--- config.mk ---
export PLATFORM = sky130hd
export DESIGN_NAME = wbsa_front_flat
export DESIGN_NICKNAME = d
export VERILOG_FILES = /design/src/rtl/wbsa_pkg.sv /design/src/rtl/wbsa_if.sv /design/src/rtl/wbsa_front.sv /design/src/flat_wrapper.sv
export SDC_FILE = /design/constraint.sdc
export NUM_CORES = 2
export LEC_CHECK = 0
export BUFFER_PORTS_ARGS = -buffer_cell sky130_fd_sc_hd__buf_2
export CAP_MARGIN = 40
export CORE_UTILIZATION = 55
export DETAILED_ROUTE_END_ITERATION = 8
export GPL_TIMING_DRIVEN = 0
export HOLD_SLACK_MARGIN = 0.12
export PLACE_DENSITY = 0.76
export SYNTH_ARGS = -nofsm -noshare
export SYNTH_HDL_FRONTEND = slang
export SYNTH_SLANG_ARGS = --single-unit
export TNS_END_PERCENT = 1
--- constraint.sdc ---
create_clock -name clk -period 7.5 [get_ports clk]
set_clock_uncertainty 0.1 [all_clocks]
set_input_delay 0.375 -clock clk [delete_from_list [all_inputs] [get_ports clk]]
set_output_delay 0.375 -clock clk [all_outputs]
set_load 0.02 [all_outputs]
--- src/rtl/wbsa_pkg.sv ---
// Package for the weighted block scatter-accumulate unit.
// Holds field widths, operation and command codes and default sizes.
// No dependencies; every other file refers to it by scoped names.
package wbsa_pkg;

	// Default number of groups (side of the accumulator matrix).
	localparam int MAX_GROUPS_DEF = 64;

	// Depth of the queue between the front and the back.
	localparam int QUEUE_DEPTH = 2;

	// Field widths.
	localparam int OP_W     = 2;
	localparam int GROUP_W  = 6;
	localparam int SIZE_W   = 7;
	localparam int FACTOR_W = 32;
	localparam int VAL_W    = 64;

	// Reset value of the matrix size register.
	localparam logic [SIZE_W-1:0] SIZE_RESET = SIZE_W'(64);

	// Operation codes of an input item; the unused code acts as a read.
	localparam logic [OP_W-1:0] OP_ACC   = 2'd0;
	localparam logic [OP_W-1:0] OP_WRITE = 2'd1;
	localparam logic [OP_W-1:0] OP_READ  = 2'd2;

	// Command carried from the front to the back.
	typedef enum logic [1:0] {
		CMD_ACC,
		CMD_WRITE,
		CMD_READ,
		CMD_ERR
	} cmd_t;

	localparam int CMD_W = $bits(cmd_t);

	// Signed saturation limits of an entry.
	localparam logic [VAL_W-1:0] VAL_MAX = {1'b0, {(VAL_W-1){1'b1}}};
	localparam logic [VAL_W-1:0] VAL_MIN = {1'b1, {(VAL_W-1){1'b0}}};

endpackage

--- src/rtl/wbsa_if.sv ---
// Channel interfaces of the weighted block scatter-accumulate unit.
// Valid/ready handshake with the item payload; widths from wbsa_pkg.
interface wbsa_in_if;
	logic                                valid;
	logic                                ready;
	logic [wbsa_pkg::OP_W-1:0]           operation;
	logic [wbsa_pkg::GROUP_W-1:0]        row_group;
	logic [wbsa_pkg::GROUP_W-1:0]        col_group;
	logic signed [wbsa_pkg::FACTOR_W-1:0] weight;
	logic signed [wbsa_pkg::FACTOR_W-1:0] coefficient;
	logic signed [wbsa_pkg::VAL_W-1:0]   load_value;

	modport source (
		output valid, operation, row_group, col_group, weight, coefficient, load_value,
		input  ready
	);
	modport sink (
		input  valid, operation, row_group, col_group, weight, coefficient, load_value,
		output ready
	);
endinterface


--- src/rtl/wbsa_front.sv ---
// Front of the scatter-accumulate unit: holds the matrix size register,
// checks indices, forms the address and the product, and fills the queue.
// Depends on wbsa_pkg and the wbsa_in_if interface.
module wbsa_front #(
	parameter int MAX_GROUPS = wbsa_pkg::MAX_GROUPS_DEF,
	parameter int AW         = 12,
	parameter int EW         = 78
) (
	input  logic                        clk,
	input  logic                        arst_n,
	input  logic                        cfg_we,
	input  logic [wbsa_pkg::SIZE_W-1:0] cfg_wdata,
	wbsa_in_if.sink                     in_ch,
	input  logic                        clearing,
	input  logic                        q_full,
	output logic                        q_push,
	output logic [EW-1:0]               q_data
);

	logic [wbsa_pkg::SIZE_W-1:0]       matrix_size_q;
	logic                              row_ok;
	logic                              col_ok;
	logic [AW-1:0]                     addr;
	logic signed [wbsa_pkg::VAL_W-1:0] product;
	logic [wbsa_pkg::VAL_W-1:0]        operand;
	wbsa_pkg::cmd_t                    cmd;

	// Matrix size register.
	always_ff @(posedge clk or negedge arst_n) begin
		if (!arst_n) begin
			matrix_size_q <= wbsa_pkg::SIZE_RESET;
		end else if (cfg_we) begin
			matrix_size_q <= cfg_wdata;
		end
	end

	// An index must lie below both the configured size and the matrix side.
	assign row_ok = ({1'b0, in_ch.row_group} < matrix_size_q) &&
		(32'(in_ch.row_group) < MAX_GROUPS);
	assign col_ok = ({1'b0, in_ch.col_group} < matrix_size_q) &&
		(32'(in_ch.col_group) < MAX_GROUPS);

	// Row-major address with a fixed stride of the matrix side.
	assign addr = AW'(in_ch.row_group) * AW'(MAX_GROUPS) + AW'(in_ch.col_group);

	// Exact Q24.40 product of the Q16.16 weight and the Q8.24 coefficient.
	assign product = in_ch.weight * in_ch.coefficient;

	// Classify the item.
	always_comb begin
		cmd     = wbsa_pkg::CMD_READ;
		operand = in_ch.load_value;
		if (!(row_ok && col_ok)) begin
			cmd = wbsa_pkg::CMD_ERR;
		end else begin
			case (in_ch.operation)
				wbsa_pkg::OP_ACC: begin
					cmd     = wbsa_pkg::CMD_ACC;
					operand = product;
				end
				wbsa_pkg::OP_WRITE: begin
					cmd = wbsa_pkg::CMD_WRITE;
				end
				default: begin
					cmd = wbsa_pkg::CMD_READ;
				end
			endcase
		end
	end

	// Items are taken whenever the queue has room and the memory is cleared.
	assign in_ch.ready = !q_full && !clearing;
	assign q_push      = in_ch.valid && in_ch.ready;
	assign q_data      = {cmd, addr, operand};

endmodule

--- src/flat_wrapper.sv ---
// flat-port wrapper written by rule: the top's interface ports become plain ports
module wbsa_front_flat 
#(
	parameter int MAX_GROUPS = wbsa_pkg::MAX_GROUPS_DEF,
	parameter int AW         = 12,
	parameter int EW         = 78
)
  (clk, arst_n, cfg_we, cfg_wdata, clearing, q_full, q_push, q_data, in_ch_valid, in_ch_operation, in_ch_row_group, in_ch_col_group, in_ch_weight, in_ch_coefficient, in_ch_load_value, in_ch_ready);
  wbsa_in_if in_ch_i ();
  input  logic clk;
  input  logic arst_n;
  input  logic cfg_we;
  input  logic [wbsa_pkg::SIZE_W-1:0] cfg_wdata;
  input  logic clearing;
  input  logic q_full;
  output logic q_push;
  output logic [EW-1:0] q_data;
  input wire logic [$bits(in_ch_i.valid)-1:0] in_ch_valid;
  input wire logic [$bits(in_ch_i.operation)-1:0] in_ch_operation;
  input wire logic [$bits(in_ch_i.row_group)-1:0] in_ch_row_group;
  input wire logic [$bits(in_ch_i.col_group)-1:0] in_ch_col_group;
  input wire logic [$bits(in_ch_i.weight)-1:0] in_ch_weight;
  input wire logic [$bits(in_ch_i.coefficient)-1:0] in_ch_coefficient;
  input wire logic [$bits(in_ch_i.load_value)-1:0] in_ch_load_value;
  output wire logic [$bits(in_ch_i.ready)-1:0] in_ch_ready;
  assign in_ch_i.valid = in_ch_valid;
  assign in_ch_i.operation = in_ch_operation;
  assign in_ch_i.row_group = in_ch_row_group;
  assign in_ch_i.col_group = in_ch_col_group;
  assign in_ch_i.weight = in_ch_weight;
  assign in_ch_i.coefficient = in_ch_coefficient;
  assign in_ch_i.load_value = in_ch_load_value;
  assign in_ch_ready = in_ch_i.ready;
  wbsa_front #(.MAX_GROUPS(MAX_GROUPS), .AW(AW), .EW(EW)) u_core (.clk(clk), .arst_n(arst_n), .cfg_we(cfg_we), .cfg_wdata(cfg_wdata), .in_ch(in_ch_i), .clearing(clearing), .q_full(q_full), .q_push(q_push), .q_data(q_data));
endmodule
Word-level counts from Yosys, hierarchy flattened
Index checks and enable logic that the tools add are counted.
{"block": "totals", "register_bits": 7, "latchBits": 0, "ram_bits": 0, "rom_bits": 0, "memories": 0}
{"block": "classes", "addsub": 1, "multipliers": 1, "div_mod_pow": 0, "order_cmp": 2, "n_eq_ne": 1, "n_shift": 0, "mux": 4, "bitwise_logic": 0, "reduce_logical": 6}
{"operator": "2-to-1 mux 64 bit", "n": 2}
{"operator": "multiplier 32 x 32 -> 64 bit", "n": 1}
{"operator": "< comparator 6 x 7 -> 1 bit", "n": 2}
{"operator": "adder 12 x 6 -> 12 bit", "n": 1}
{"operator": "one-hot mux 2 bit (2 select lines)", "n": 1}
{"operator": "logical AND 1 bit", "n": 3}
{"operator": "equality test 2 x 1 -> 1 bit, second input constant", "n": 1}
{"operator": "zero test 1 bit", "n": 2}
{"operator": "zero test 2 bit", "n": 1}
{"operator": "2-to-1 mux 2 bit", "n": 1}

Logic depth before layout (Yosys ltp)
{"block": "logic_depth", "ltp_word": 3, "depth_mapped": 27, "depth_no_buf": 25}

Worst setup path before layout
OpenSTA, ideal clock, no wires.
{"block": "synth_path", "path_type": "input -> output", "startpoint": "input in_ch_weight[31]", "endpoint": "output q_data[57]", "arrival_time_ps": 7603, "required_time_ps": 7025, "slack_ps": -578, "cell_stages": 24, "path_cell_list": "clkbuf_1 nand2_1 inv_1 fa_1 inv_1 fa_1 inv_1 fa_1 fa_1 inv_1 fa_1 inv_1 fa_1 fa_1 fa_1 ha_1 a21oi_1 o21ai_0 a21o_1 a21o_2 a31oi_1 a21oi_1 or4_1 nand3_1"}
{"block": "synth_between", "elab_chain_cells": 3}
{"item": "start, declared", "line_no": "flat_wrapper.sv:22", "text": "input wire logic [$bits(in_ch_i.weight)-1:0] in_ch_weight;"}
{"item": "multiplier 32 x 32 -> 64 bit", "line_no": "wbsa_front.sv:47", "text": "assign product = in_ch.weight * in_ch.coefficient;"}
{"item": "2-to-1 mux 64 bit", "line_no": "wbsa_front.sv:56", "text": "case (in_ch.operation)"}
{"item": "2-to-1 mux 64 bit", "line_no": "wbsa_front.sv:53", "text": "if (!(row_ok && col_ok)) begin"}
{"item": "end, declared", "line_no": "flat_wrapper.sv:17", "text": "output logic [EW-1:0] q_data;"}
No other way between the ends.

Worst setup path in the final report
{"block": "layout_path", "startpoint": "input in_ch_weight[25]", "endpoint": "output q_data[53]"}
Same word-level chain as after synthesis.

==> results.md <==
- Fin crit period: 8430 ps
- Worst Hold Class: input pin to flop
- I/O pins: 235
- Antenna-violating nets left: 0
- Clock latency on the worst-skew pair: 230 ps
- Core Util, Final: 63.8%
- Setup slack after layout: -932 ps
- Top post-synthesis cells by area: fa_1 (58%), inv_1 (9.6%), and2_1 (8.6%)
- Syn_nets: 5,509
- Via count: 30,347
- Slew Viols, Final: 0
- Critical path peak fanout: 10
- DP HPWL: 110 mm
- EDFF count, synth: 0
- Number of flip-flops in the largest register: 7
- WP data required: 7030 ps
- Clock net sink count: 7
- CP arrival: 7960 ps
- Vias in the first global route: 32,252
- Core Area: 0.0673 mm^2
- Synth Instances: 4,078
- Hold EP: u_core.matrix_size_q[4]
- Final hold vios: 0
- GRT Total Usage: 37.7%
- Yosys cell types: 68
- CTS tree: done
- Clock Path Buffers: 2
- Max Cap Viol: 0
- Row count: 95
- Hold Crit Start: cfg_wdata[4]
- Final period util: 112%
- Slew margin rel.: 46.8%
- Worst Max-Slew Pin Slew: 799 ps
- FFs w/ async S/R, synth: 100%
- Die Width: 263 um
- Initial antenna violation count: 12
- Clock transition at path regs: 30 ps
- GPL Wtd Cong: 1.03
- Starting Density: 55.7%
- #FFs+latches synth: 7
- First-pass GRT wire length: 191 mm
- Violated checks: setup timing
- # DRC: 0
- R2R setup slack: 6510 ps
- Unrepaired setup endpoints after global routing: yes
- RR Startpoint: u_core.matrix_size_q[6]
- Cell taking the most area after synthesis: fa_1
- Die span in y: 263 um
- Largest net degree at the start of global routing: 27
- Setup violators final: 35
- Post-synthesis average cell area: 9.18 um^2
- Worst r2r dst: u_core.matrix_size_q[6]
- F_max: 119 MHz
- Layout cell share with drive strength beyond 1: 15.6%
- P&R area growth vs syn: 14.6%
- Run status: finished, violations left
- Total gr overflow: 0
- CP Launch Type: input pin
- Register area share after synthesis: 0.471%
- Net count reported at finish: 5,840
- PortBufs: 234
- Die ar.: 0.0691 mm^2
- Cells on Worst Hold Path: 3
- DRT Pass-1 Iters: 5
- Worst setup EP type: primary output
- R2r worst-path depth: 2
- DR vias/cell: 5.73
- TritonCTS buffer count: 3
- Htree depth: 1
- Largest Register: u_core.matrix_size_q
- DR WL/cell: 24.3 um
- DR iter-0 viols: 2,400
- Ys Warns: 0
- Post-Syn Area: 0.0375 mm^2
- Clk root buf: clkbuf_16
- Largest registers: u_core.matrix_size_q: 7 flops
- Area share of the largest cell type after synthesis: 57.8%
- Routed Wire Length: 128 mm
- Commonest register cell after synthesis: dfrtp_1
- Crit Path Class: input pin to primary output
-- layer usage --
metal	vias up	GRT usage (%)	part of all wire [%]	routed length, um
li1	12427	-	-	-
met1	15688	45.4	34	43700
met2	1664	61.6	48	61100
met3	568	5.52	8.7	11200
met4	0	29.0	9.6	12400
met5	-	0	0	0
-- layout make-up --
class                      count  area (um^2)
antenna                       11         27.5
buffer                       232         2510
clock buffer                   4         78.8
fill                        5593        24300
inverter                     958         3610
multi-input combinational   2879        33300
sequential                     7          176
tap                          873         1090
timing repair buffer         328         2160
-- cells in the mapped netlist, types with 3 or more instances --
library cell  instances
buf_2                 5
o31ai_1               3
a2111oi_0             5
nor3_1                5
buf_4                14
a22oi_1               3
nor2_1               54
o211ai_1              5
xor2_1               26
nand2_1             604
a211oi_1              7
o21a_1                3
clkbuf_1            206
fa_1               1082
o2111ai_1             5
and3_1                4
a21boi_0              3
nand2b_1             11
a21o_2                5
a21o_1               34
and2_1              514
nor2b_1               4
a21oi_1              76
ha_1                194
inv_1               958
o21bai_1             10
xnor2_1              45
o21ai_0              90
clkbuf_8              3
mux2i_1               5
nand3_1              18
dfrtp_1               6
nand4_1              14
a31oi_1              11
-- what timing repair did --
| item | 4_1_cts | 5_1_grt |
|---|---|---|
| buffers inserted | 29 | 49 |
| hold buffers | 1 | 0 |
| setup endpoints to repair | 45 | 45 |
| endpoints found under the hold margin | 7 | 0 |
| pin swaps | 48 | 82 |
| resized for setup | 497 | 193 |
| cloned | 0 | 2 |
-- cell usage in the layout, fill, tap and decap left out, types with 25 or more instances in the layout --
cell type and n:
fa_1 1047, inv_1 946, nand2_1 599, and2_1 507, buf_2 209, ha_1 177
buf_4 128, o21ai_0 71, a21oi_1 61, nor2_1 47, xnor2_1 45, clkbuf_2 38
clkbuf_8 37, clkbuf_16 35, clkbuf_4 35, fa_2 35, a21o_1 34, buf_6 28
xor2_1 25
-- per-stage QoR --
step / setup WS (ps) / hold WS, ps / area (um^2) / setup TNS, ps / instances
final: -932 / 267 / 42900 / -15370 / 5292
after global routing: -983 / 266 / 42900 / -21800 / 5281
after CTS: -894 / 265 / 42000 / -19020 / 5230
after detailed placement: -1830 / 121 / 40000 / -51490 / 5198
after global placement: -1810 / 120 / 39800 / -50040 / 5185
after floorplan: -123 / -20.6 / 37600 / -997 / 4078
-- cell families after synthesis --
logic type,share of synthesized area (%)
AOI/OAI and AO/OA,4.64
buffers and inverters,12.3
and+or+nand+nor,16.4
xor gates and xnor gates,1.66
DFF,0.471
muxes,0.194
adders and majority gates,64.3
-- critical path: stages --
cell and delay, ps:
buf_2 180, clkbuf_4 300, nand2_1 100, fa_1 510, fa_1 450, fa_1 530, fa_1 550, inv_1 50
fa_1 510, fa_1 520, fa_2 610, fa_1 470, ha_1 320, buf_6 120, nand4_1 170, nor3_4 320
nand2_2 110, nor4_4 340, o31ai_4 140, a2111o_1 490, buf_6 140, and2_2 180, xor2_1 150, o21ai_1 130
buf_4 160
-- worst max-delay path by stage --
| stage | from | endpoint | slack [ps] |
|---|---|---|---|
| 3_5_place_dp | in_ch_weight[20] | q_data[61] | -1830 |
| 4_1_cts | in_ch_coefficient[11] | q_data[53] | -890 |
| 2_1_floorplan | in_ch_weight[31] | q_data[62] | -120 |
| 6_report | in_ch_weight[25] | q_data[53] | -930 |
| 5_1_grt | in_ch_weight[21] | q_data[53] | -980 |
| 3_3_place_gp | in_ch_weight[10] | q_data[61] | -1810 |
Power is left out: the tool's default activity adds up to more than one toggle a clock period on the data nets, which glitch-free logic cannot reach.
