**src/rtl/wbsa_pkg.sv**
```systemverilog
// Package for the weighted block scatter-accumulate unit.
// Holds field widths, operation and command codes and default sizes.
// No dependencies; every other file refers to it by scoped names.
package wbsa_pkg;

	// Default number of groups (side of the accumulator matrix).
	localparam int MAX_GROUPS_DEF = 64;

	// Depth of the queue between the front and the back.
	localparam int QUEUE_DEPTH = 2;

	// Field widths.
	localparam int OP_W     = 2;
	localparam int GROUP_W  = 6;
	localparam int SIZE_W   = 7;
	localparam int FACTOR_W = 32;
	localparam int VAL_W    = 64;

	// Reset value of the matrix size register.
	localparam logic [SIZE_W-1:0] SIZE_RESET = SIZE_W'(64);

	// Operation codes of an input item; the unused code acts as a read.
	localparam logic [OP_W-1:0] OP_ACC   = 2'd0;
	localparam logic [OP_W-1:0] OP_WRITE = 2'd1;
	localparam logic [OP_W-1:0] OP_READ  = 2'd2;

	// Command carried from the front to the back.
	typedef enum logic [1:0] {
		CMD_ACC,
		CMD_WRITE,
		CMD_READ,
		CMD_ERR
	} cmd_t;

	localparam int CMD_W = $bits(cmd_t);

	// Signed saturation limits of an entry.
	localparam logic [VAL_W-1:0] VAL_MAX = {1'b0, {(VAL_W-1){1'b1}}};
	localparam logic [VAL_W-1:0] VAL_MIN = {1'b1, {(VAL_W-1){1'b0}}};

endpackage

```
**src/rtl/wbsa_queue.sv**
```systemverilog
// Short first-in first-out queue between the front and the back.
// Generic width; depth taken from wbsa_pkg::QUEUE_DEPTH (a power of two).
module wbsa_queue #(
	parameter int W = 8
) (
	input  logic         clk,
	input  logic         arst_n,
	input  logic         push,
	input  logic [W-1:0] push_data,
	output logic         full,
	input  logic         pop,
	output logic         not_empty,
	output logic [W-1:0] head
);

	localparam int DEPTH = wbsa_pkg::QUEUE_DEPTH;
	localparam int PW    = (DEPTH > 1) ? $clog2(DEPTH) : 1;

	logic [W-1:0]  slot_q [DEPTH];
	logic [PW-1:0] wr_ptr_q;
	logic [PW-1:0] rd_ptr_q;
	logic [PW:0]   count_q;

	assign full      = (count_q == (PW+1)'(DEPTH));
	assign not_empty = (count_q != '0);
	assign head      = slot_q[rd_ptr_q];

	// Pointers and fill count.
	always_ff @(posedge clk or negedge arst_n) begin
		if (!arst_n) begin
			wr_ptr_q <= '0;
			rd_ptr_q <= '0;
			count_q  <= '0;
		end else begin
			if (push) begin
				wr_ptr_q <= wr_ptr_q + 1'b1;
			end
			if (pop) begin
				rd_ptr_q <= rd_ptr_q + 1'b1;
			end
			if (push && !pop) begin
				count_q <= count_q + 1'b1;
			end else if (pop && !push) begin
				count_q <= count_q - 1'b1;
			end
		end
	end

	// Storage slots.
	always_ff @(posedge clk) begin
		if (push) begin
			slot_q[wr_ptr_q] <= push_data;
		end
	end

endmodule

```
**config.mk**
```make
export PLATFORM = sky130hd
export DESIGN_NAME = wbsa_queue
export DESIGN_NICKNAME = d
export VERILOG_FILES = /design/src/rtl/wbsa_pkg.sv /design/src/rtl/wbsa_queue.sv
export SDC_FILE = /design/constraint.sdc
export NUM_CORES = 1
export LEC_CHECK = 0
export ABC_AREA = 1
export BUFFER_PORTS_ARGS = -buffer_cell sky130_fd_sc_hd__buf_2
export CAP_MARGIN = 20
export CORE_UTILIZATION = 30
export CTS_CLUSTER_SIZE = 20
export DETAILED_ROUTE_END_ITERATION = 6
export GPL_TIMING_DRIVEN = 0
export SLEW_MARGIN = 20
export SYNTH_ARGS = -nofsm -noshare
export SYNTH_HDL_FRONTEND = slang
export SYNTH_SLANG_ARGS = --single-unit
```
**constraint.sdc**
```tcl
create_clock -name clk -period 1.8 [get_ports clk]
set_input_delay 0.18 -clock clk [delete_from_list [all_inputs] [get_ports clk]]
set_output_delay 0.18 -clock clk [all_outputs]
set_load 0.02 [all_outputs]
```
## Yosys cells after proc, flatten, opt, wreduce, memory -nomap -nowiden

Memories as Yosys holds them, arrays and structs flattened.
Index checks and enable logic that the tools add are counted.

| word-level totals | value |
|---|---|
| memories kept | 1 |
| output and inout port bits | 10 |
| word-level logic and storage cells | 19 |
| input port bits | 12 |
| flip-flop bits (word level) | 4 |
| RAM bits | 16 |

| operators by class | value |
|---|---|
| $add $sub $neg | 4 |
| reductions and logical operators | 6 |
| mux-type cells | 4 |
| eq/ne operators | 1 |

Memories:

| name | words | bits a word | read ports | clocked after memory_dff | wr ports | line | text |
|---|---|---|---|---|---|---|---|
| slot_q | 2 | 8 | 1 | 0 | 1 | wbsa_queue.sv:19 | `logic [W-1:0] slot_q [DEPTH];` |

Operator list:

| kind | count |
|---|---|
| $mux W2 | 2 |
| $reduce_bool A2 Y1 | 2 |
| $add A1 B1 Y1 const B | 2 |
| $add A2 B1 Y2 const B | 1 |
| $eq A2 B2 Y1 const B | 1 |
| $logic_and A1 B1 Y1 | 2 |
| $logic_not A1 Y1 | 2 |
| $mux W1 | 2 |
| $sub A2 B1 Y2 const B | 1 |

## Longest topological paths before layout

Gate-level depths: netlist of run 1.

| logic depth | value |
|---|---|
| word-level depth | 4 |
| gate-level depth with buffers | 7 |
| gate-level depth less buffers | 7 |

## Worst setup path after synthesis of run 1

No wires, ideal clock.

| timing | value |
|---|---|
| kind | reg2reg |
| from | register wr_ptr_q |
| to | memory slot_q[0][0], enable pin |
| arrival | 0.774 ns |
| buffers on the path | 0 |
| period minus slack after synthesis | 1.144 ns |
| setup time | 0.370 ns |
| data required time | 1.430 ns |
| stages on the path, launching flop included | 2 |
| setup slack | 0.656 ns |
| path through | dfrtp_1 nor2_1 |

RTL lines:

| item | line | text |
|---|---|---|
| start: declaration | wbsa_queue.sv:20 | `logic [PW-1:0] wr_ptr_q;` |
| start signal: assignment | wbsa_queue.sv:36 | `wr_ptr_q <= wr_ptr_q + 1'b1;` |
| end: declaration | wbsa_queue.sv:19 |  |

No word-level cell before the write port.

## Worst setup path after layout of run 1

| timing | value |
|---|---|
| from | register rd_ptr_q |
| to | output port head[4] |

| on the way | value |
|---|---|
| word-level cells in the longest chain between the ends | 1 |

Ends and longest elaborated chain:

| item | line | text |
|---|---|---|
| start: declaration | wbsa_queue.sv:21 | `logic [PW-1:0] rd_ptr_q;` |
| start signal: assignment | wbsa_queue.sv:39 | `rd_ptr_q <= rd_ptr_q + 1'b1;` |
| $mem_v2 Z2 W8 | n/a |  |
| end: declaration | wbsa_queue.sv:13 | `output logic [W-1:0] head` |

Every way passes these cells.

==> results of run 1 <==
per-layer routing:
layer | vias to the layer above | GRT usage, % | routed length, um
met2 | 18 | 16.3 | 625
met3 | 0 | 2.78 | 104
li1 | 226 | - | -
met1 | 216 | 11.5 | 560
met4 | 0 | 6.41 | 0
met5 | - | 0 | 0
power groups by stage:
stage               Combinational (uW)  Sequential, uW  Clock [uW]
floorplan                          452             677           0
global placement                   589             682           0
detailed placement                 603             691           0
CTS                                605             681         223
global route                       648             689         243
finish                             592             678         214
final cells by class:
| type | count | area share (%) |
|---|---|---|
| Clock inverter | 1 | 0.376 |
| Buffer | 1 | 1.13 |
| Inverter | 7 | 2.63 |
| Clock buffer | 3 | 2.26 |
| Timing Repair Buffer | 22 | 11.5 |
| Tap cell | 30 | 3.76 |
| Multi-Input combinational cell | 22 | 20.1 |
| Sequential cell | 20 | 58.2 |
logic make-up (layout without fill, tap and decap cells):
kind of cell / count (synthesis) / in the layout / synth area share [%]
buffers and inverters: 8 / 34 / 4.59
flip-flops: 20 / 20 / 70.9
AND/OR/NAND/NOR: 10 / 10 / 5.05
XOR/XNOR: 3 / 3 / 3.21
multiplexers: 8 / 8 / 14.7
adder cells (fa/ha/maj): 1 / 1 / 1.53
stage by stage:
step | total power (uW) | area, um^2 | setup slack (ps)
after floorplan | 1130 | 818 | 656
after global placement | 1270 | 961 | 469
after detailed placement | 1290 | 961 | 443
after CTS | 1510 | 997 | 300
after global routing | 1580 | 997 | 256
final | 1480 | 997 | 319
worst max path at each step:
stage	from	to	slack, ps	cells after the start
global placement	wr_ptr_q	slot_q[0][3]	470	1
detailed placement	wr_ptr_q	slot_q[0][3]	440	1
finish	rd_ptr_q	head[4]	320	3
CTS	rd_ptr_q	head[4]	300	3
floorplan	wr_ptr_q	slot_q[0][0]	660	1
global route	rd_ptr_q	head[5]	260	3
placed cells by master, fill, tap and decap left out, types with 2 or more instances in the layout:
master / synthesis / layout
buf_2: 0 / 21
mux2_4: 8 / 8
xor2_1: 2 / 2
nand2_1: 6 / 6
clkbuf_4: 0 / 3
edfxtp_1: 16 / 16
nor2_1: 2 / 2
dfrtp_1: 4 / 4
inv_1: 7 / 7
flip-flops by register name, indices dropped and copies added, names as in the netlist:
| name | flops |
|---|---|
| slot_q | 16 |
| wr_ptr_q | 1 |
| rd_ptr_q | 1 |
| count_q | 2 |
==> results.json, run 1 <==
{
  "cts_root_buf": "clkbuf_4",
  "grt_overflow": 0,
  "grt_usage_pct": 10.0,
  "yosysTopAreaCell": "edfxtp_1",
  "hold_depth": 1,
  "synth.cells.most_frequent": "16 x edfxtp_1, 8 x mux2_4, 7 x inv_1, 6 x nand2_1, 4 x dfrtp_1",
  "grt_max_degree": 12,
  "crit_type": "register to output port",
  "cts_tree": "yes",
  "grt_setup_unrepaired": "false",
  "route.detailed.drc": 0,
  "utilization_pct": 39.5,
  "die_x_um": 54.2,
  "clock_path_buffers": 2,
  "clockPowerShare_pct": 14.4,
  "synth_top_area_share_pct": 58.7,
  "finalSetupViolCount": 0,
  "clock_latency_ps": 300,
  "status": "finished clean",
  "drive_gt1_share_pct": 43.4,
  "pwr-share-seq_pct": 45.7,
  "switchingPower_uw": 509,
  "synthTopCellsByArea": "edfxtp_1 59%, mux2_4 15%, dfrtp_1 12%, inv_1 3.2%, nand2_1 2.8%",
  "numCtsBuffers": 3,
  "gp_congestion": 0.647,
  "ys.flop_type": "edfxtp_1",
  "synth_seq_cells": 20,
  "place_hpwl_um": 936,
  "pwr-share-comb_pct": 39.9,
  "synth_most_common_cell": "edfxtp_1",
  "p_per_area_nw_per_um2": 1490,
  "cp.required_ps": 1620,
  "core_area_um2": 2520,
  "rr_worst_depth": 1,
  "final_max_slew_viol_count": 0,
  "path_max_fanout": 9,
  "ys_warn_count": 0,
  "seqCellArea_um2": 581,
  "port-buffer-count": 21,
  "syn_area_um2": 818,
  "drv_cap": 0,
  "worst_slew_pin_slew_ps": 682,
  "syn_to_final_growth_pct": 21.9,
  "path_cells": "buf_6 > mux2_4 > buf_2",
  "fin_nets": 90,
  "p_int_uw": 975,
  "rows": 18,
  "grt_pass1_vias": 469,
  "synth_nets": 63,
  "max_stage_delay_ps": 390,
  "reg2reg_to": "slot_q[0][6]",
  "period_share_pct": 82.3,
  "ys_seq_area_share_pct": 70.9,
  "switching_share_pct": 34.3,
  "die-area_um2": 2940,
  "period_needed_ps": 1480,
  "dr.pass1.iters": 3,
  "critical_path_buf_inv_count": 2,
  "crit_family": "flip-flops",
  "postRouteAntennaNets": 0,
  "end_kind": "output port",
  "io-pin-count": 22,
  "leakage_uw": 0.000450,
  "post-cts-setup-buffers": 0,
  "hp-start": "push_data[3]",
  "synth-async-reset-ratio_pct": 20.0,
  "ir_drop_v": 0.000655,
  "cp-start-kind": "register",
  "synth_edf_count": 16,
  "fill_cells": 243,
  "whs_endpoint": "slot_q[0][3]",
  "clk_pin_slew_ps": 120,
  "hold_slack_ps": 62.7,
  "syn_area_per_cell_um2": 16.4,
  "syn_inst": 50,
  "drt_wl_total_um": 1290,
  "hold_viol": 0,
  "post_drt_via_cell_ratio": 4.34,
  "wl_per_cell_um": 12.2,
  "detail_route.iter0.violations": 7,
  "antenna_found_initial": 0,
  "cts_sinks": 20,
  "grt_first_pass_wirelength_um": 1970,
  "tns_ps": 0,
  "cp_slowest_cell": "dfrtp_1",
  "regToRegStartpoint": "wr_ptr_q",
  "reg2reg_slack_ps": 470,
  "htreeDepth": 1,
  "antenna_cells": 0,
  "post-place-cells": 101,
  "vias": 460,
  "arrival_ps": 1300,
  "finalClockSkew_ps": 10.1,
  "die_h_um": 54.2,
  "clock.fmax_mhz": 675,
  "cts_resized": 0,
  "hold_buffers": 1,
  "synth.distinct_cells": 12,
  "layout.cells.non_filler": 106,
  "multi_input_area_um2": 200,
  "hold_path_class": "input port to register",
  "slew_headroom_pct": 54.4,
  "start_util_pct": 32.4
}
Power figures use the tool's default switching activity.
==> run 2: changes to the inputs <==
ABC_AREA = 0   (was 1)
clock period = 1.3 ns   (was 1.8 ns; I/O delays follow)
==> run 2 against run 1 <==
  * Cell count shrank 6.6%
  * The flow now finishes with violations (negative setup slack)
  * Clock skew is 7.1 ps lower
  * Combinational power grew 81%
  * Sequential cell count stayed put
  * Worst hold slack got worse by 44 ps
  * Non-clock buffer count is 3 higher
  * Sequential power is 40% higher
  * Sequential share of layout area shrank 3.8 points
  * Routed wire length decreased by 6.7%
  * Die area decreased by 5.3%
  * Global-route usage fell by 0.95 points
  * First-iteration DRC count down 86%
==> results.json, run 2 <==
{
  "drive_gt1_share_pct": 56.5,
  "grt_max_degree": 11,
  "critPathLaunch": "rd_ptr_q",
  "reg2reg_to": "slot_q[0][4]",
  "cts_root_buf": "clkbuf_4",
  "switchingPower_uw": 715,
  "wl_per_cell_um": 12.1,
  "port-buffer-count": 21,
  "pwr-share-seq_pct": 41.3,
  "p_per_area_nw_per_um2": 2160,
  "synth_top_area_share_pct": 62.1,
  "layout_common_cells": "16 x edfxtp_1, 12 x buf_2, 11 x buf_6",
  "yosysTopAreaCell": "edfxtp_1",
  "io-pin-count": 22,
  "grt_overflow": 0,
  "die_x_um": 52.8,
  "post_drt_via_cell_ratio": 4.25,
  "syn_to_final_growth_pct": 37.9,
  "finalSetupViolCount": 8,
  "synth_most_common_cell": "edfxtp_1",
  "ys_warn_count": 0,
  "final_max_slew_viol_count": 0,
  "slew_headroom_pct": 69.3,
  "drv_cap": 0,
  "start_util_pct": 31.5,
  "grt_pass1_vias": 405,
  "dr.pass1.iters": 3,
  "p_total_uw": 2300,
  "rows": 18,
  "ys.flop_type": "edfxtp_1",
  "post-place-cells": 92,
  "ir_drop_v": 0.000927,
  "synth_nets": 54,
  "htreeDepth": 1,
  "status": "finished with violations",
  "grt_usage_pct": 9.06,
  "hp-start": "pop",
  "antenna_cells": 0,
  "gp_congestion": 0.543,
  "period_share_pct": 108,
  "clk_pin_slew_ps": 100,
  "hold_depth": 2,
  "layout.cells.non_filler": 99,
  "largestRegisters": "slot_q: 16 flops, count_q: 2 flops",
  "finalClockSkew_ps": 3.02,
  "grt_setup_unrepaired": "true",
  "die_h_um": 52.8,
  "finalWorstSetupSlack_ps": -109,
  "antenna_found_initial": 0,
  "final_common_cell": "edfxtp_1",
  "violations": "negative setup slack",
  "drt_wl_total_um": 1200,
  "ys_seq_area_share_pct": 75.1,
  "postRouteAntennaNets": 0,
  "arrival_ps": 1280,
  "leakage_uw": 0.000455,
  "die-area_um2": 2780,
  "regToRegStartpoint": "wr_ptr_q",
  "end_kind": "output port",
  "synth.distinct_cells": 13,
  "core_area_um2": 2450,
  "path_max_fanout": 5,
  "clock_latency_ps": 290,
  "synth.cells.most_frequent": "16 x edfxtp_1, 8 x mux2_2, 4 x dfrtp_1, 4 x xor2_1",
  "syn_area_um2": 773,
  "pwr-share-comb_pct": 46.7,
  "clockPowerShare_pct": 12.0,
  "cp.required_ps": 1170,
  "hold_path_class": "input port to register",
  "synth_seq_cells": 20,
  "hold_slack_ps": 19.1,
  "p_int_uw": 1580,
  "synth-async-reset-ratio_pct": 20.0,
  "syn_inst": 41,
  "synth_edf_count": 16,
  "worst_slew_pin_slew_ps": 458,
  "route.detailed.drc": 0,
  "hold_viol": 0,
  "largest_reg_flops": 16,
  "synthTopCellsByArea": "edfxtp_1 62%, dfrtp_1 13%, mux2_2 12%, xor2_1 4.5%, ha_1 1.6%",
  "cp-start-kind": "register",
  "syn_area_per_cell_um2": 18.9,
  "fin_nets": 84,
  "rr_worst_depth": 1,
  "fill_cells": 223,
  "largest-register": "slot_q",
  "crit_type": "register to output port",
  "clock.fmax_mhz": 710,
  "clock_path_buffers": 2,
  "whs_endpoint": "rd_ptr_q",
  "cts_sinks": 20,
  "cts_tree": "yes",
  "place_hpwl_um": 796,
  "detail_route.iter0.violations": 1,
  "numCtsBuffers": 3,
  "reg2reg_slack_ps": 130,
  "vias": 421,
  "period_needed_ps": 1410,
  "switching_share_pct": 31.1,
  "grt_first_pass_wirelength_um": 1680
}
-- run 2: cell types whose count changed in the layout (fill, tap and decap cells not counted), sizes merged --
cell,delta
and2,+1
and2b,+1
buf,+3
clkinv,-1
inv,-6
nand2,-6
nand3,-1
nand4,-1
nor2,-1
nor2b,+1
or2,+1
xor2,+2
-- run 2: cell families after synthesis --
| family | Yosys count | share of synthesized area, % |
|---|---|---|
| XOR/XNOR | 5 | 5.66 |
| AND/OR/NAND/NOR | 5 | 4.05 |
| multiplexers | 8 | 11.7 |
| buffers and inverters | 2 | 1.94 |
| flip-flops | 20 | 75.1 |
| adder cells (fa/ha/maj) | 1 | 1.62 |
-- run 2: routing by layer --
layer,GRT usage (%),up-vias,wire [um]
met5,0,-,0
met4,6.58,0,0
met3,2.61,0,56
met2,13.7,15,608
met1,10.8,202,536
li1,-,204,-
-- run 2: power groups by stage --
stage / Combinational [uW] / Clock (uW) / Sequential, uW
floorplan: 535 / 0 / 938
global placement: 724 / 0 / 947
detailed placement: 730 / 0 / 957
CTS: 795 / 291 / 935
global route: 1150 / 309 / 963
finish: 1070 / 277 / 948
-- run 2: metrics by stage --
step	TNS, ps	cell area [um^2]	util (%)	setup slack, ps
floorplan	0	773	-	138
global placement	-664	916	37.3	-83.2
detailed placement	-787	916	37.3	-98.7
CTS	-897	966	39.3	-115
global route	-1140	1070	43.4	-151
finish	-825	1070	43.4	-109
-- run 2: final cells by class --
cell class                 instances  area [um^2]  share of cell area, %
inverter                           1         3.75                  0.352
buffer                             1         11.3                   1.06
tap                               30         37.5                   3.52
clock buffer                       3         22.5                   2.11
sequential                        20          581                   54.5
multi-input combinational         19          213                   20.0
timing repair buffer              25          198                   18.5
-- run 2: worst max path at each step --
stage                   endpoint  cells past startpoint
global placement    slot_q[0][0]                      1
CTS                      head[6]                      3
finish                   head[6]                      3
detailed placement  slot_q[0][7]                      1
floorplan           slot_q[0][0]                      1
global route             head[6]                      3
-- run 2: timing repair --
item,4_1_cts,5_1_grt
hold buffers,1,0
endpoints found under the setup margin,17,9
cloned,0,1
resized for setup,1,29
buffers inserted,2,0
endpoints found under the hold margin,4,0
pin swaps,0,0
-- run 2: critical path, stage by stage (launching register included) --
cell and delay (ps):
dfrtp_1 410, buf_6 150, mux2_4 300, buf_6 130
==> run 3: changes to the inputs <==
CTS_BUF_LIST = sky130_fd_sc_hd__clkbuf_8   (was default)
==> run 3 against run 2 <==
  * The flow still finishes with violations (negative setup slack)
  * Register-to-register slack barely moved
  * Setup slack improved by 55 ps
  * Power rose by 2.0%
  * Die area did not move
  * Critical path type unchanged
  * Critical endpoint unchanged
  * Largest cell class unchanged
  * Largest power group unchanged
==> results.json, run 3 (synthesized netlist as in run 2, its figures left out) <==
{
  "route.detailed.drc": 0,
  "layout_common_cells": "16 x edfxtp_1, 13 x buf_2, 10 x buf_6",
  "core_area_um2": 2450,
  "cts_root_buf": "clkbuf_8",
  "die_x_um": 52.8,
  "gp_congestion": 0.543,
  "clock_path_buffers": 2,
  "finalClockSkew_ps": 2.07,
  "grt_first_pass_wirelength_um": 1690,
  "cp-start-kind": "register",
  "drt_wl_total_um": 1200,
  "syn_to_final_growth_pct": 38.2,
  "grt_pass1_vias": 399,
  "post_drt_via_cell_ratio": 4.30,
  "antenna_cells": 0,
  "hold_viol": 0,
  "cts_tree": "yes",
  "detail_route.iter0.violations": 4,
  "final_max_slew_viol_count": 0,
  "start_util_pct": 31.5,
  "htreeDepth": 1,
  "drive_gt1_share_pct": 55.9,
  "largest_reg_flops": 16,
  "tns_ps": -388,
  "grt_max_degree": 11,
  "largestRegisters": "slot_q: 16 flops, count_q: 2 flops",
  "clk_pin_slew_ps": 60,
  "hold_path_class": "input port to register",
  "leakage_uw": 0.000454,
  "clock.fmax_mhz": 738,
  "met3_wirelength_um": 47,
  "clock_latency_ps": 250,
  "grt_overflow": 0,
  "period_share_pct": 104,
  "vias": 421,
  "max_stage_delay_ps": 400,
  "path_max_fanout": 5,
  "hp-start": "push_data[1]",
  "grt_usage_pct": 9.19,
  "io-pin-count": 22,
  "ir_drop_v": 0.000887,
  "hold_depth": 1,
  "fill_cells": 227,
  "slew_headroom_pct": 69.7,
  "fin_nets": 83,
  "end_kind": "output port",
  "postRouteAntennaNets": 0,
  "dp_slack_ps": -98.7,
  "regToRegStartpoint": "wr_ptr_q",
  "wl_per_cell_um": 12.2,
  "path_cells": "buf_6 > mux2_4 > buf_6",
  "wl_met1_um": 546,
  "highest_layer": "met3",
  "critPathLaunch": "rd_ptr_q",
  "rr_worst_depth": 1,
  "cp.required_ps": 1170,
  "final_common_cell": "edfxtp_1",
  "status": "finished with violations",
  "wl_met2_um": 602,
  "p_per_area_nw_per_um2": 2190,
  "crit_type": "register to output port",
  "port-buffer-count": 21,
  "hold_slack_ps": 69.9,
  "cp_slowest_cell": "dfrtp_1",
  "largest-register": "slot_q",
  "die-area_um2": 2780,
  "finalWorstSetupSlack_ps": -54.3,
  "grt_setup_unrepaired": "true",
  "cts_sinks": 20,
  "dr.pass1.iters": 4,
  "die_h_um": 52.8,
  "period_needed_ps": 1350,
  "violations": "negative setup slack",
  "arrival_ps": 1220,
  "numCtsBuffers": 3,
  "place_hpwl_um": 796,
  "rows": 18,
  "path_common_cell": "buf_6",
  "antenna_found_initial": 0,
  "worst_slew_pin_slew_ps": 452,
  "drv_cap": 0,
  "finalSetupViolCount": 8
}
## run 3: area by class of cell
type | instances | area [um^2] | share of cell area [%]
plain buffers | 1 | 11.3 | 1.05
clock buffers | 3 | 41.3 | 3.86
inverters | 1 | 3.75 | 0.351
multi-input cells | 19 | 210 | 19.7
flip-flops and latches | 20 | 581 | 54.3
well taps | 30 | 37.5 | 3.51
repair buffers | 24 | 184 | 17.2
## run 3: path summary, 6_finish.rpt
kind	to	slack [ps]
setup / recovery	head[6]	-50
hold / removal	slot_q[0][1]	70
setup reg to reg	slot_q[0][7]	140
hold reg to reg	count_q[1]	490
max in group asynchronous	rd_ptr_q	960
min in group asynchronous	count_q[1]	210
## run 3: per-layer routing
layer	global-route usage [%]	up-vias
met1	11.6	204
met5	0	-
met2	13.3	15
met3	2.61	0
li1	-	202
met4	6.58	0
## run 3: what timing repair did
| item | in CTS | in global routing |
|---|---|---|
| hold buffers | 1 | 0 |
| cloned | 0 | 1 |
| buffers inserted | 1 | 0 |
| hold endpoints to repair | 4 | 0 |
| pin swaps | 0 | 0 |
| gates resized for setup | 1 | 26 |
| setup endpoints to repair | 16 | 8 |
## run 3: through the flow
step	cells	instance area, um^2	util (%)	power (uW)
after floorplan	41	773	-	1470
after global placement	92	916	37.3	1670
after detailed placement	92	916	37.3	1690
after CTS	97	977	39.8	2110
after global routing	98	1070	43.5	2480
final	98	1070	43.5	2340
## run 3: report_power, final
part	internal, uW	switching [uW]	leakage, uW
combinational	556	451	0.000236
clock	205	174	0.0000216
sequential	873	84.7	0.000197
total	1630	709	0.000454
## run 3: critical path, delay by kind of cell (launching register included)
kind                   cells  cell delay, ps
buffers and inverters      2             280
DFF                        1             400
muxes                      1             300
